$ cat src/sv/utfg_pkg.sv
package utfg_pkg;

	typedef enum logic [1:0] {
		HS_NONE = 2'd0,
		HS_HW   = 2'd1,
		HS_AUTO = 2'd2
	} hs_mode_t;

	typedef enum logic [1:0] {
		CFG_HS_MODE    = 2'd0,
		CFG_FIFO_DEPTH = 2'd1,
		CFG_STOP_LIMIT = 2'd2
	} cfg_idx_t;

	localparam int CFG_W       = 20;
	localparam int FILL_W      = 5;
	localparam int LIMIT_W     = 20;
	localparam int RUN_W       = LIMIT_W + 1;
	localparam int CNT_W       = 32;
	localparam int IN_TDATA_W  = 16;
	localparam int OUT_TDATA_W = 304;

	localparam logic [1:0]         HS_MODE_RST    = 2'd0;
	localparam logic [FILL_W-1:0]  FIFO_DEPTH_RST = 5'd16;
	localparam logic [LIMIT_W-1:0] STOP_LIMIT_RST = 20'd50000;

	// fields from the lowest bit up: cts, dsr, tx_empty, lock_held, tx_char
	typedef struct packed {
		logic [7:0] tx_char;
		logic       lock_held;
		logic       tx_empty;
		logic       dsr;
		logic       cts;
	} in_item_t;

	// packed MSB first, so sent lands in bit 0
	typedef struct packed {
		logic [CNT_W-1:0] blocked_sends;
		logic [CNT_W-1:0] fifo_wait_avg;
		logic [CNT_W-1:0] fifo_wait_max;
		logic [CNT_W-1:0] ready_wait_avg;
		logic [CNT_W-1:0] ready_wait_max;
		logic [CNT_W-1:0] hs_auto_go_polls;
		logic [CNT_W-1:0] hs_stop_events;
		logic [CNT_W-1:0] hs_stop_avg;
		logic [CNT_W-1:0] hs_stop_max;
		logic             hs_go;
		logic [7:0]       data_out;
		logic             sent;
	} out_item_t;

	// 16.16 iir step: a * (65536 - 16) / 65536 + v * 16, saturated
	function automatic logic [31:0] avg_fold(input logic [31:0] a, input logic [31:0] v);
		logic [52:0] t;
		t = {5'b0, a, 16'b0} - {17'b0, a, 4'b0} + {1'b0, v, 20'b0};
		if (|t[52:48]) begin
			return '1;
		end
		return t[47:16];
	endfunction

endpackage

$ cat src/sv/uart_tx_flow_gate.sv
// channel  | signals                    | payload
// ---------+----------------------------+-------------------------------------------
// s        | s_tvalid s_tready s_tdata  | one poll: cts, dsr, tx_empty, lock_held, tx_char
// m        | m_tvalid m_tready m_tdata  | verdict, byte and statistics after that poll
// cfg      | cfg_wr_en cfg_idx cfg_wdata| flow mode, fifo_depth, stop_limit
//
// one poll per clock sustained while m takes results; a poll's result reaches m by way of
// the input register, then the combinational state update into the output register
// arst_n clears statistics and valids but not the data registers; fifo fill resets to 16
// a stalled m holds its result; s keeps taking polls until the input register is also full
module uart_tx_flow_gate
	import utfg_pkg::*;
#(
	parameter int MAX_FIFO_DEPTH = 16
) (
	input  logic                   clk,
	input  logic                   arst_n,
	input  logic                   s_tvalid,
	output logic                   s_tready,
	input  logic [IN_TDATA_W-1:0]  s_tdata,  // cts, dsr, tx_empty, lock_held, tx_char[7:0], zero pad
	output logic                   m_tvalid,
	input  logic                   m_tready,
	output logic [OUT_TDATA_W-1:0] m_tdata,  // sent, data_out[7:0], hs_go, hs_stop_max, hs_stop_avg,
	                                         // hs_stop_events, hs_auto_go_polls, ready_wait_max,
	                                         // ready_wait_avg, fifo_wait_max, fifo_wait_avg,
	                                         // blocked_sends, zero pad
	input  logic                   cfg_wr_en,
	input  logic [1:0]             cfg_idx,
	input  logic [CFG_W-1:0]       cfg_wdata
);

	hs_mode_t             hs_mode_q;
	logic [FILL_W-1:0]    fifo_depth_q;
	logic [LIMIT_W-1:0]   stop_limit_q;

	in_item_t             item_s1;
	logic                 vld_s1;
	out_item_t            out_q;
	logic                 out_vld_q;
	logic                 adv;

	logic [FILL_W-1:0]    fifo_fill_q, fifo_fill_d;
	logic [RUN_W-1:0]     stop_run_q, stop_run_d;
	logic [RUN_W-1:0]     stop_max_q, stop_max_d;
	logic [CNT_W-1:0]     stop_avg_q, stop_avg_d;
	logic [CNT_W-1:0]     stop_events_q, stop_events_d;
	logic [CNT_W-1:0]     auto_go_q, auto_go_d;
	logic [CNT_W-1:0]     cur_ready_wait_q, cur_ready_wait_d;
	logic [CNT_W-1:0]     cur_fifo_wait_q, cur_fifo_wait_d;
	logic                 cur_locked_q, cur_locked_d;
	logic [CNT_W-1:0]     ready_max_q, ready_max_d;
	logic [CNT_W-1:0]     ready_avg_q, ready_avg_d;
	logic [CNT_W-1:0]     fifo_max_q, fifo_max_d;
	logic [CNT_W-1:0]     fifo_avg_q, fifo_avg_d;
	logic [CNT_W-1:0]     blocked_q, blocked_d;

	logic [FILL_W-1:0]    depth;
	logic [FILL_W-1:0]    fill_eff;
	logic [RUN_W-1:0]     limit_ext;
	logic                 go;
	logic                 full;
	logic                 ready;
	out_item_t            out_d;

	assign adv      = vld_s1 && (!out_vld_q || m_tready);
	assign s_tready = !vld_s1 || adv;
	assign m_tvalid = out_vld_q;
	assign m_tdata  = {{(OUT_TDATA_W - $bits(out_item_t)){1'b0}}, out_q};

	always_ff @(posedge clk or negedge arst_n) begin
		if (!arst_n) begin
			hs_mode_q    <= hs_mode_t'(HS_MODE_RST);
			fifo_depth_q <= FIFO_DEPTH_RST;
			stop_limit_q <= STOP_LIMIT_RST;
		end else if (cfg_wr_en) begin
			case (cfg_idx_t'(cfg_idx))
				CFG_HS_MODE:    hs_mode_q    <= hs_mode_t'(cfg_wdata[1:0]);
				CFG_FIFO_DEPTH: fifo_depth_q <= cfg_wdata[FILL_W-1:0];
				CFG_STOP_LIMIT: stop_limit_q <= cfg_wdata[LIMIT_W-1:0];
				default: ;
			endcase
		end
	end

	always_ff @(posedge clk) begin
		if (s_tvalid && s_tready) begin
			item_s1 <= in_item_t'(s_tdata[$bits(in_item_t)-1:0]);
		end
		if (adv) begin
			out_q <= out_d;
		end
	end

	always_ff @(posedge clk or negedge arst_n) begin
		if (!arst_n) begin
			vld_s1    <= 1'b0;
			out_vld_q <= 1'b0;
		end else begin
			if (s_tvalid && s_tready) begin
				vld_s1 <= 1'b1;
			end else if (adv) begin
				vld_s1 <= 1'b0;
			end
			if (adv) begin
				out_vld_q <= 1'b1;
			end else if (m_tready) begin
				out_vld_q <= 1'b0;
			end
		end
	end

	always_comb begin
		depth = fifo_depth_q;
		if (32'(fifo_depth_q) > MAX_FIFO_DEPTH) begin
			depth = FILL_W'(MAX_FIFO_DEPTH);
		end
		fill_eff  = item_s1.tx_empty ? '0 : fifo_fill_q;
		limit_ext = {1'b0, stop_limit_q};

		go            = 1'b1;
		stop_run_d    = stop_run_q;
		stop_max_d    = stop_max_q;
		stop_avg_d    = stop_avg_q;
		stop_events_d = stop_events_q;
		auto_go_d     = auto_go_q;
		if (hs_mode_q == HS_HW || hs_mode_q == HS_AUTO) begin
			if (item_s1.cts && item_s1.dsr) begin
				stop_avg_d = avg_fold(stop_avg_q, CNT_W'(stop_run_q));
				stop_run_d = '0;
			end else if (stop_run_q >= limit_ext) begin
				if (hs_mode_q == HS_AUTO) begin
					auto_go_d = auto_go_q + 1'b1;
					if (stop_run_q == limit_ext) begin
						stop_avg_d = avg_fold(stop_avg_q, CNT_W'(stop_run_q));
						stop_run_d = stop_run_q + 1'b1;
					end
				end else begin
					go = 1'b0;
				end
			end else begin
				go = 1'b0;
				if (stop_run_q == '0) begin
					stop_events_d = stop_events_q + 1'b1;
				end
				stop_run_d = stop_run_q + 1'b1;
				if (stop_run_d > stop_max_q) begin
					stop_max_d = stop_run_d;
				end
			end
		end

		full  = fill_eff >= depth;
		ready = go && !full && !item_s1.lock_held;

		fifo_fill_d      = fill_eff;
		cur_ready_wait_d = cur_ready_wait_q;
		cur_fifo_wait_d  = cur_fifo_wait_q + CNT_W'(go && full);
		cur_locked_d     = cur_locked_q || (go && !full && item_s1.lock_held);
		ready_max_d      = ready_max_q;
		ready_avg_d      = ready_avg_q;
		fifo_max_d       = fifo_max_q;
		fifo_avg_d       = fifo_avg_q;
		blocked_d        = blocked_q;
		if (!ready) begin
			cur_ready_wait_d = cur_ready_wait_q + 1'b1;
		end else begin
			if (cur_ready_wait_q > ready_max_q) begin
				ready_max_d = cur_ready_wait_q;
			end
			ready_avg_d = avg_fold(ready_avg_q, cur_ready_wait_q);
			if (cur_fifo_wait_q > fifo_max_q) begin
				fifo_max_d = cur_fifo_wait_q;
			end
			fifo_avg_d       = avg_fold(fifo_avg_q, cur_fifo_wait_q);
			fifo_fill_d      = fill_eff + 1'b1;
			blocked_d        = blocked_q + CNT_W'(cur_locked_q);
			cur_ready_wait_d = '0;
			cur_fifo_wait_d  = '0;
			cur_locked_d     = 1'b0;
		end

		out_d.sent             = ready;
		out_d.data_out         = ready ? item_s1.tx_char : 8'd0;
		out_d.hs_go            = go;
		out_d.hs_stop_max      = CNT_W'(stop_max_d);
		out_d.hs_stop_avg      = stop_avg_d;
		out_d.hs_stop_events   = stop_events_d;
		out_d.hs_auto_go_polls = auto_go_d;
		out_d.ready_wait_max   = ready_max_d;
		out_d.ready_wait_avg   = ready_avg_d;
		out_d.fifo_wait_max    = fifo_max_d;
		out_d.fifo_wait_avg    = fifo_avg_d;
		out_d.blocked_sends    = blocked_d;
	end

	always_ff @(posedge clk or negedge arst_n) begin
		if (!arst_n) begin
			fifo_fill_q      <= FIFO_DEPTH_RST;
			stop_run_q       <= '0;
			stop_max_q       <= '0;
			stop_avg_q       <= '0;
			stop_events_q    <= '0;
			auto_go_q        <= '0;
			cur_ready_wait_q <= '0;
			cur_fifo_wait_q  <= '0;
			cur_locked_q     <= 1'b0;
			ready_max_q      <= '0;
			ready_avg_q      <= '0;
			fifo_max_q       <= '0;
			fifo_avg_q       <= '0;
			blocked_q        <= '0;
		end else if (adv) begin
			fifo_fill_q      <= fifo_fill_d;
			stop_run_q       <= stop_run_d;
			stop_max_q       <= stop_max_d;
			stop_avg_q       <= stop_avg_d;
			stop_events_q    <= stop_events_d;
			auto_go_q        <= auto_go_d;
			cur_ready_wait_q <= cur_ready_wait_d;
			cur_fifo_wait_q  <= cur_fifo_wait_d;
			cur_locked_q     <= cur_locked_d;
			ready_max_q      <= ready_max_d;
			ready_avg_q      <= ready_avg_d;
			fifo_max_q       <= fifo_max_d;
			fifo_avg_q       <= fifo_avg_d;
			blocked_q        <= blocked_d;
		end
	end

	a_rise_from_s1: assert property (@(posedge clk) disable iff (!arst_n)
		$rose(out_vld_q) |-> $past(vld_s1))
		else $error("result appeared without a stage 1 poll");

	a_send_clears: assert property (@(posedge clk) disable iff (!arst_n)
		adv && ready |=> cur_ready_wait_q == '0 && cur_fifo_wait_q == '0 && !cur_locked_q)
		else $error("wait counters not cleared after a send");

	a_sent_needs_go: assert property (@(posedge clk) disable iff (!arst_n)
		out_vld_q && out_q.sent |-> out_q.hs_go)
		else $error("byte sent while handshake said stop");

	a_state_holds: assert property (@(posedge clk) disable iff (!arst_n)
		!adv |=> $stable(fifo_fill_q) && $stable(stop_run_q) && $stable(cur_ready_wait_q))
		else $error("poll state moved without a transaction");

endmodule

$ cat config.mk
export PLATFORM = sky130hd
export DESIGN_NAME = uart_tx_flow_gate
export DESIGN_NICKNAME = d
export VERILOG_FILES = /design/src/sv/utfg_pkg.sv /design/src/sv/uart_tx_flow_gate.sv
export SDC_FILE = /design/constraint.sdc
export NUM_CORES = 2
export LEC_CHECK = 0
export BUFFER_PORTS_ARGS = -buffer_cell sky130_fd_sc_hd__buf_2
export CAP_MARGIN = 20
export CELL_PAD_IN_SITES_DETAIL_PLACEMENT = 1
export CELL_PAD_IN_SITES_GLOBAL_PLACEMENT = 1
export CORE_MARGIN = 2
export CORE_UTILIZATION = 31
export CTS_BUF_LIST = sky130_fd_sc_hd__clkbuf_4 sky130_fd_sc_hd__clkbuf_8
export CTS_CLUSTER_SIZE = 10
export DETAILED_ROUTE_END_ITERATION = 10
export GPL_TIMING_DRIVEN = 0
export PLACE_DENSITY_LB_ADDON = 0.2
export SLEW_MARGIN = 20
export SYNTH_ARGS = -nofsm -noshare
export SYNTH_HDL_FRONTEND = slang
export SYNTH_SLANG_ARGS = --single-unit
$ cat constraint.sdc
create_clock -name clk -period 21.4 [get_ports clk]
set_clock_uncertainty 0.15 [all_clocks]
set_input_delay 3.21 -clock clk [delete_from_list [all_inputs] [get_ports clk]]
set_output_delay 3.21 -clock clk [all_outputs]
set_load 0.005 [all_outputs]
== Word-level counts from Yosys, hierarchy flattened ==
Index checks and enable logic that the tools add are counted.

* Register bits: 696
* Bits in latches: 0
* Bits in writable memories: 0
* Bits in read-only memories: 0
* Output and inout port bits: 306
* Memories kept: 0

* $add $sub $neg: 13
* Multipliers: 0
* Div/mod/pow operators: 0
* Magnitude comparators: 6
* Equality and inequality tests: 7
* Shifts and indexed selects: 0
* Muxes and demuxes: 61
* Bitwise logic cells: 0
* Reductions and logical operators: 26

{| class="wikitable"
|+ Operator list
! cell !! number
|-
| 32-bit 2-to-1 mux || 29
|-
| 21-bit 2-to-1 mux || 8
|-
| 48-bit by 36-bit subtractor with 49-bit output || 3
|-
| 53-bit by 52-bit adder with 53-bit output || 2
|-
| 32-bit by 1-bit adder with 32-bit output, second input constant || 3
|-
| 32-bit by 1-bit adder with 32-bit output || 2
|-
| 32-bit greater-than comparator || 2
|-
| 49-bit by 42-bit adder with 50-bit output || 1
|-
| 21-bit by 1-bit adder with 21-bit output, second input constant || 1
|-
| 21-bit by 20-bit == test with 1-bit output || 1
|-
| 21-bit by 20-bit >= comparator with 1-bit output || 1
|-
| 21-bit greater-than comparator || 1
|-
| 21-bit logical NOT || 1
|-
| 1-bit 2-to-1 mux || 21
|-
| 5-bit 2-to-1 mux || 3
|-
| 5-bit OR reduction || 3
|-
| 1-bit logical AND || 7
|-
| 2-bit AND reduction || 3
|-
| 5-bit by 1-bit adder with 5-bit output, second input constant || 1
|-
| 5-bit >= comparator || 1
|-
| 5-bit greater-than comparator, second input constant || 1
|-
| 2-bit by 1-bit == test with 1-bit output, second input constant || 2
|-
| 2-bit == test, second input constant || 2
|-
| 1-bit logical NOT || 4
|-
| 6 further kinds || 10
|}

== Longest topological paths before layout ==
* Word-level depth: 15
* Mapped depth: 26

== Least setup slack after synthesis ==
No wires, ideal clock.

* Path type: input-to-reg
* Start point: input m_tready
* End point: register fifo_avg_q[6]
* Setup time: 486 ps
* Arrival: 12342 ps
* Data required time: 20764 ps
* Slack: 8422 ps
* Stages on the path: 7
* Path through: nand2b_1 nand2_1 inv_1 clkbuf_1 clkbuf_1 buf_1 a31oi_1

* Longest elaborated chain between the ends: 2

{| class="wikitable"
|+ Ends and longest elaborated chain
! what !! RTL line !! source
|-
| start: declaration || uart_tx_flow_gate.sv:22 || <nowiki>input logic m_tready,</nowiki>
|-
| 1-bit logical OR || uart_tx_flow_gate.sv:65 || <nowiki>assign adv = vld_s1 && (!out_vld_q || m_tready);</nowiki>
|-
| 1-bit logical AND || uart_tx_flow_gate.sv:65 ||
|-
| net adv || uart_tx_flow_gate.sv:40 || <nowiki>logic adv;</nowiki>
|-
| end signal: assignment || uart_tx_flow_gate.sv:225 || <nowiki>fifo_avg_q <= fifo_avg_d;</nowiki>
|-
| end: declaration || uart_tx_flow_gate.sv:54 || <nowiki>logic [CNT_W-1:0] fifo_avg_q, fifo_avg_d;</nowiki>
|}

The timed path passes the listed nets, and every way through them passes these cells.
A chain may end at the register's enable or synchronous reset.

==> results.py <==
metrics = {
    "final_layout": {
        "finish.instance_area_um2": 46900,
        "drive_gt1_share_pct": 18.0,
        "syn2layout_area_growth_pct": 18.0,
        "nets": 4680,
    },
    "clocking": {
        "clockBufferDepth": 3,
        "clkTransAtPathRegs_ns": 0.06,
        "ctsResizeCount": 0,
        "htreeDepth": 4,
        "root_buffer": "clkbuf_8",
        "clock_sinks": 696,
        "cts_buffers": 137,
        "cts_tree": "built",
        "insertion_delay_ns": 0.87,
        "cts_hold_buf": 0,
        "post_cts_buffers": 0,
    },
    "pwr": {
        "leakagePower_uw": 0.0210,
        "p_per_area_nw_per_um2": 127,
        "vdd_drop_max_uv": 73.3,
    },
    "routing": {
        "totalWireLength_mm": 128,
        "vias": 30906,
        "post-route-drc-count": 0,
        "final_antenna_net_count": 0,
        "wl_per_cell_um": 20.8,
        "vias_per_cell": 5.03,
        "drtIter0Drc": 1671,
        "first_pass_iters": 6,
    },
    "sta": {
        "hold_viol": 0,
        "setup_viol": 0,
        "fin_setup_tns_ns": 0,
        "relSlewSlack_pct": 26.7,
        "worst_pin_slew_ns": 1.10,
        "finalCriticalPeriod_ns": 7.47,
        "finalCritPeriodShare_pct": 34.9,
        "fmaxAchievable_mhz": 134,
        "rsz0062_at_grt": "no",
        "slew_violations": 0,
    },
    "synthesis": {
        "syn_area_per_cell_um2": 10.3,
        "netlist_top_cells_count": "nor2_1, dfrtp_1, nand2_1",
        "synth-edff-count": 299,
        "ys_ff_latch": 696,
        "yosys.area.top_type": "dfrtp_1",
        "ys.flop_type": "dfrtp_1",
        "synth_top_area_share_pct": 24.5,
        "yosysMostFrequentCell": "nor2_1",
        "netlist_instances": 3867,
        "synth.yosys.seq_area_share_pct": 47.6,
        "synth_area_um2": 39700,
        "async_flop_share_pct": 57.0,
        "synthTopCellsByArea": "dfrtp_1, edfxtp_1, ha_1",
        "ys_warn_count": 0,
        "synth_cell_types": 90,
    },
    "job": {
        "cap_violations": 0,
    },
    "min_path": {
        "hold_end": "auto_go_q[31]",
        "worstHoldPathCells": 1,
        "min_path_type": "register to register",
        "worstHoldStart": "auto_go_q[31]",
    },
    "grt": {
        "grt_use_total_pct": 19.5,
        "grt_pass1_vias": 31678,
        "grt_pass1_wl_mm": 195,
        "grt_max_degree": 81,
        "antenna_found_initial": 6,
        "gr-total-overflow": 0,
    },
    "critical_path": {
        "r2r_start": "ready_avg_q[13]",
        "start_kind": "register",
        "reg2reg_to": "m_tdata[175]",
        "rr_worst_depth": 24,
        "crit_arrival_ns": 7.89,
        "crit_start": "ready_avg_q[13]",
        "crit_chain": "inv_1, ha_1, a21o_1, a21oi_1, a21oi_1, o31a_1, and4_1, o32ai_1, nand3_1, nor3_1, o21ai_0, ha_1, and3_1, and3_1, nand4_1, a211oi_1, o21ai_0, a21o_1, a2111o_1, a211oi_2, buf_4, nand2_1, buf_2, o22a_1",
        "cp.required_ns": 21.82,
        "reg2reg_slack_ns": 13.93,
        "max_stage_delay_ns": 0.63,
        "endpoint_kind": "register",
        "crit_slowest_cell": "o32ai_1",
        "path_class": "register to register",
        "crit_fanout": 10,
    },
    "die": {
        "die_w_um": 362,
        "dieArea_um2": 131000,
        "die_h_um": 362,
        "fp.coreArea_um2": 127000,
        "rows": 131,
        "io_pins": 349,
        "initial_core_util_pct": 31.2,
    },
    "place": {
        "gp_congestion": 0.868,
        "placed_area_um2": 43900,
        "post-dp-hpwl_mm": 98.6,
        "io_buffers": 327,
    },
    "run_status": {
        "status": "complete, no violations",
    },
}
registers in the layout (all words and copies together), names as in the netlist, named ones only:
register	count
auto_go_q	32
blocked_q	32
cur_fifo_wait_q	32
cur_ready_wait_q	32
fifo_avg_q	32
fifo_depth_q	5
fifo_fill_q	5
fifo_max_q	32
hs_mode_q	2
item_s1	12
m_tdata	287
m_tvalid	1
ready_avg_q	32
ready_max_q	32
stop_avg_q	32
stop_events_q	32
stop_limit_q	20
stop_max_q	21
stop_run_q	21
vld_s1	1
worst max-delay path by stage:
stage / slack (ns) / to / depth (start not counted)
detailed placement: 13.95 / s_tready / 4
global route: 13.39 / m_tdata[175] / 25
CTS: 13.95 / s_tready / 4
floorplan: 8.42 / fifo_avg_q[6] / 7
finish: 13.93 / m_tdata[175] / 24
global placement: 1.99 / fifo_avg_q[6] / 8
cells in the final DEF (no fill, tap or decap), drive strengths merged, types with 27 or more instances in the layout:
cell type  Yosys  final
xnor2        226    226
o21a          35     35
a21o          76     76
dfrtp        389    389
a31oi         39     39
a21oi        223    223
nor2         401    401
clkbuf        97    296
and2          36     36
xor2         168    168
edfxtp       299    299
o32a          27     27
nand2        304    304
clkinv         0     40
o22a          49     49
a211oi        27     27
and3          67     67
nand4         71     71
o21ai        165    165
nor2b         31     31
nor4          32     32
buf           59    403
inv          226    231
ha           268    268
mux2         139    139
nor3          66     66
nand3        110    110
metal layers:
layer  track usage (%)  part of all wire (%)  routed length [µm]
met1              26.9                    47               60700
met4              6.05                   2.4                3090
met2              30.9                    46               58700
met5                 0                0.0055                   7
met3              3.44                   4.4                5590
worst max-delay path, delay by kind of cell (launching register included):
family / cells / cell delay, ns
fa+ha+maj: 2 / 0.80
flops: 1 / 0.41
buf+inv: 3 / 0.63
compound gates: 12 / 3.72
simple gates: 7 / 1.47
area by class of cell:
cell class	count	area [µm²]
well taps	1662	2080
clock buffers	199	2510
diodes	5	12.5
inverters	226	848
plain buffers	156	723
fillers	14523	80500
multi-input cells	2805	19300
clock inverters	56	440
flip-flops and latches	696	18900
repair buffers	344	2020
through the flow:
step	hold slack [ns]	instances	utilization [%]	power [µW]	setup WS, ns
after floorplan	0.311	3883	-	3650	8.42
final	0.336	6149	36.8	5950	13.93
after detailed placement	0.331	5889	34.5	4530	13.95
after CTS	0.343	6144	36.8	6030	13.95
after global placement	0.325	5872	34.2	4520	1.99
after global routing	0.366	6145	36.8	6400	13.39
power breakdown:
group / internal [µW] / total, µW / switching (µW) / leakage [µW]
Sequential: 1650 / 1840 / 198 / 0.00795
Combinational: 1040 / 2650 / 1620 / 0.0115
Clock: 819 / 1450 / 631 / 0.00155
Total: 3500 / 5950 / 2450 / 0.0210
kinds of logic (layout without fill, tap and decap cells):
| group | count (synthesis) | after routing | share of synthesized area, % |
|---|---|---|---|
| flops | 696 | 696 | 47.6 |
| mux | 145 | 145 | 4.09 |
| buf+inv | 382 | 981 | 3.94 |
| other cells | 1 | 22 | 0.00944 |
| fa+ha+maj | 271 | 271 | 8.59 |
| simple gates | 1193 | 1193 | 14.0 |
| compound gates | 785 | 785 | 13.0 |
| xor+xnor | 394 | 394 | 8.69 |
Note: power is estimated with default switching activity, not from simulation.
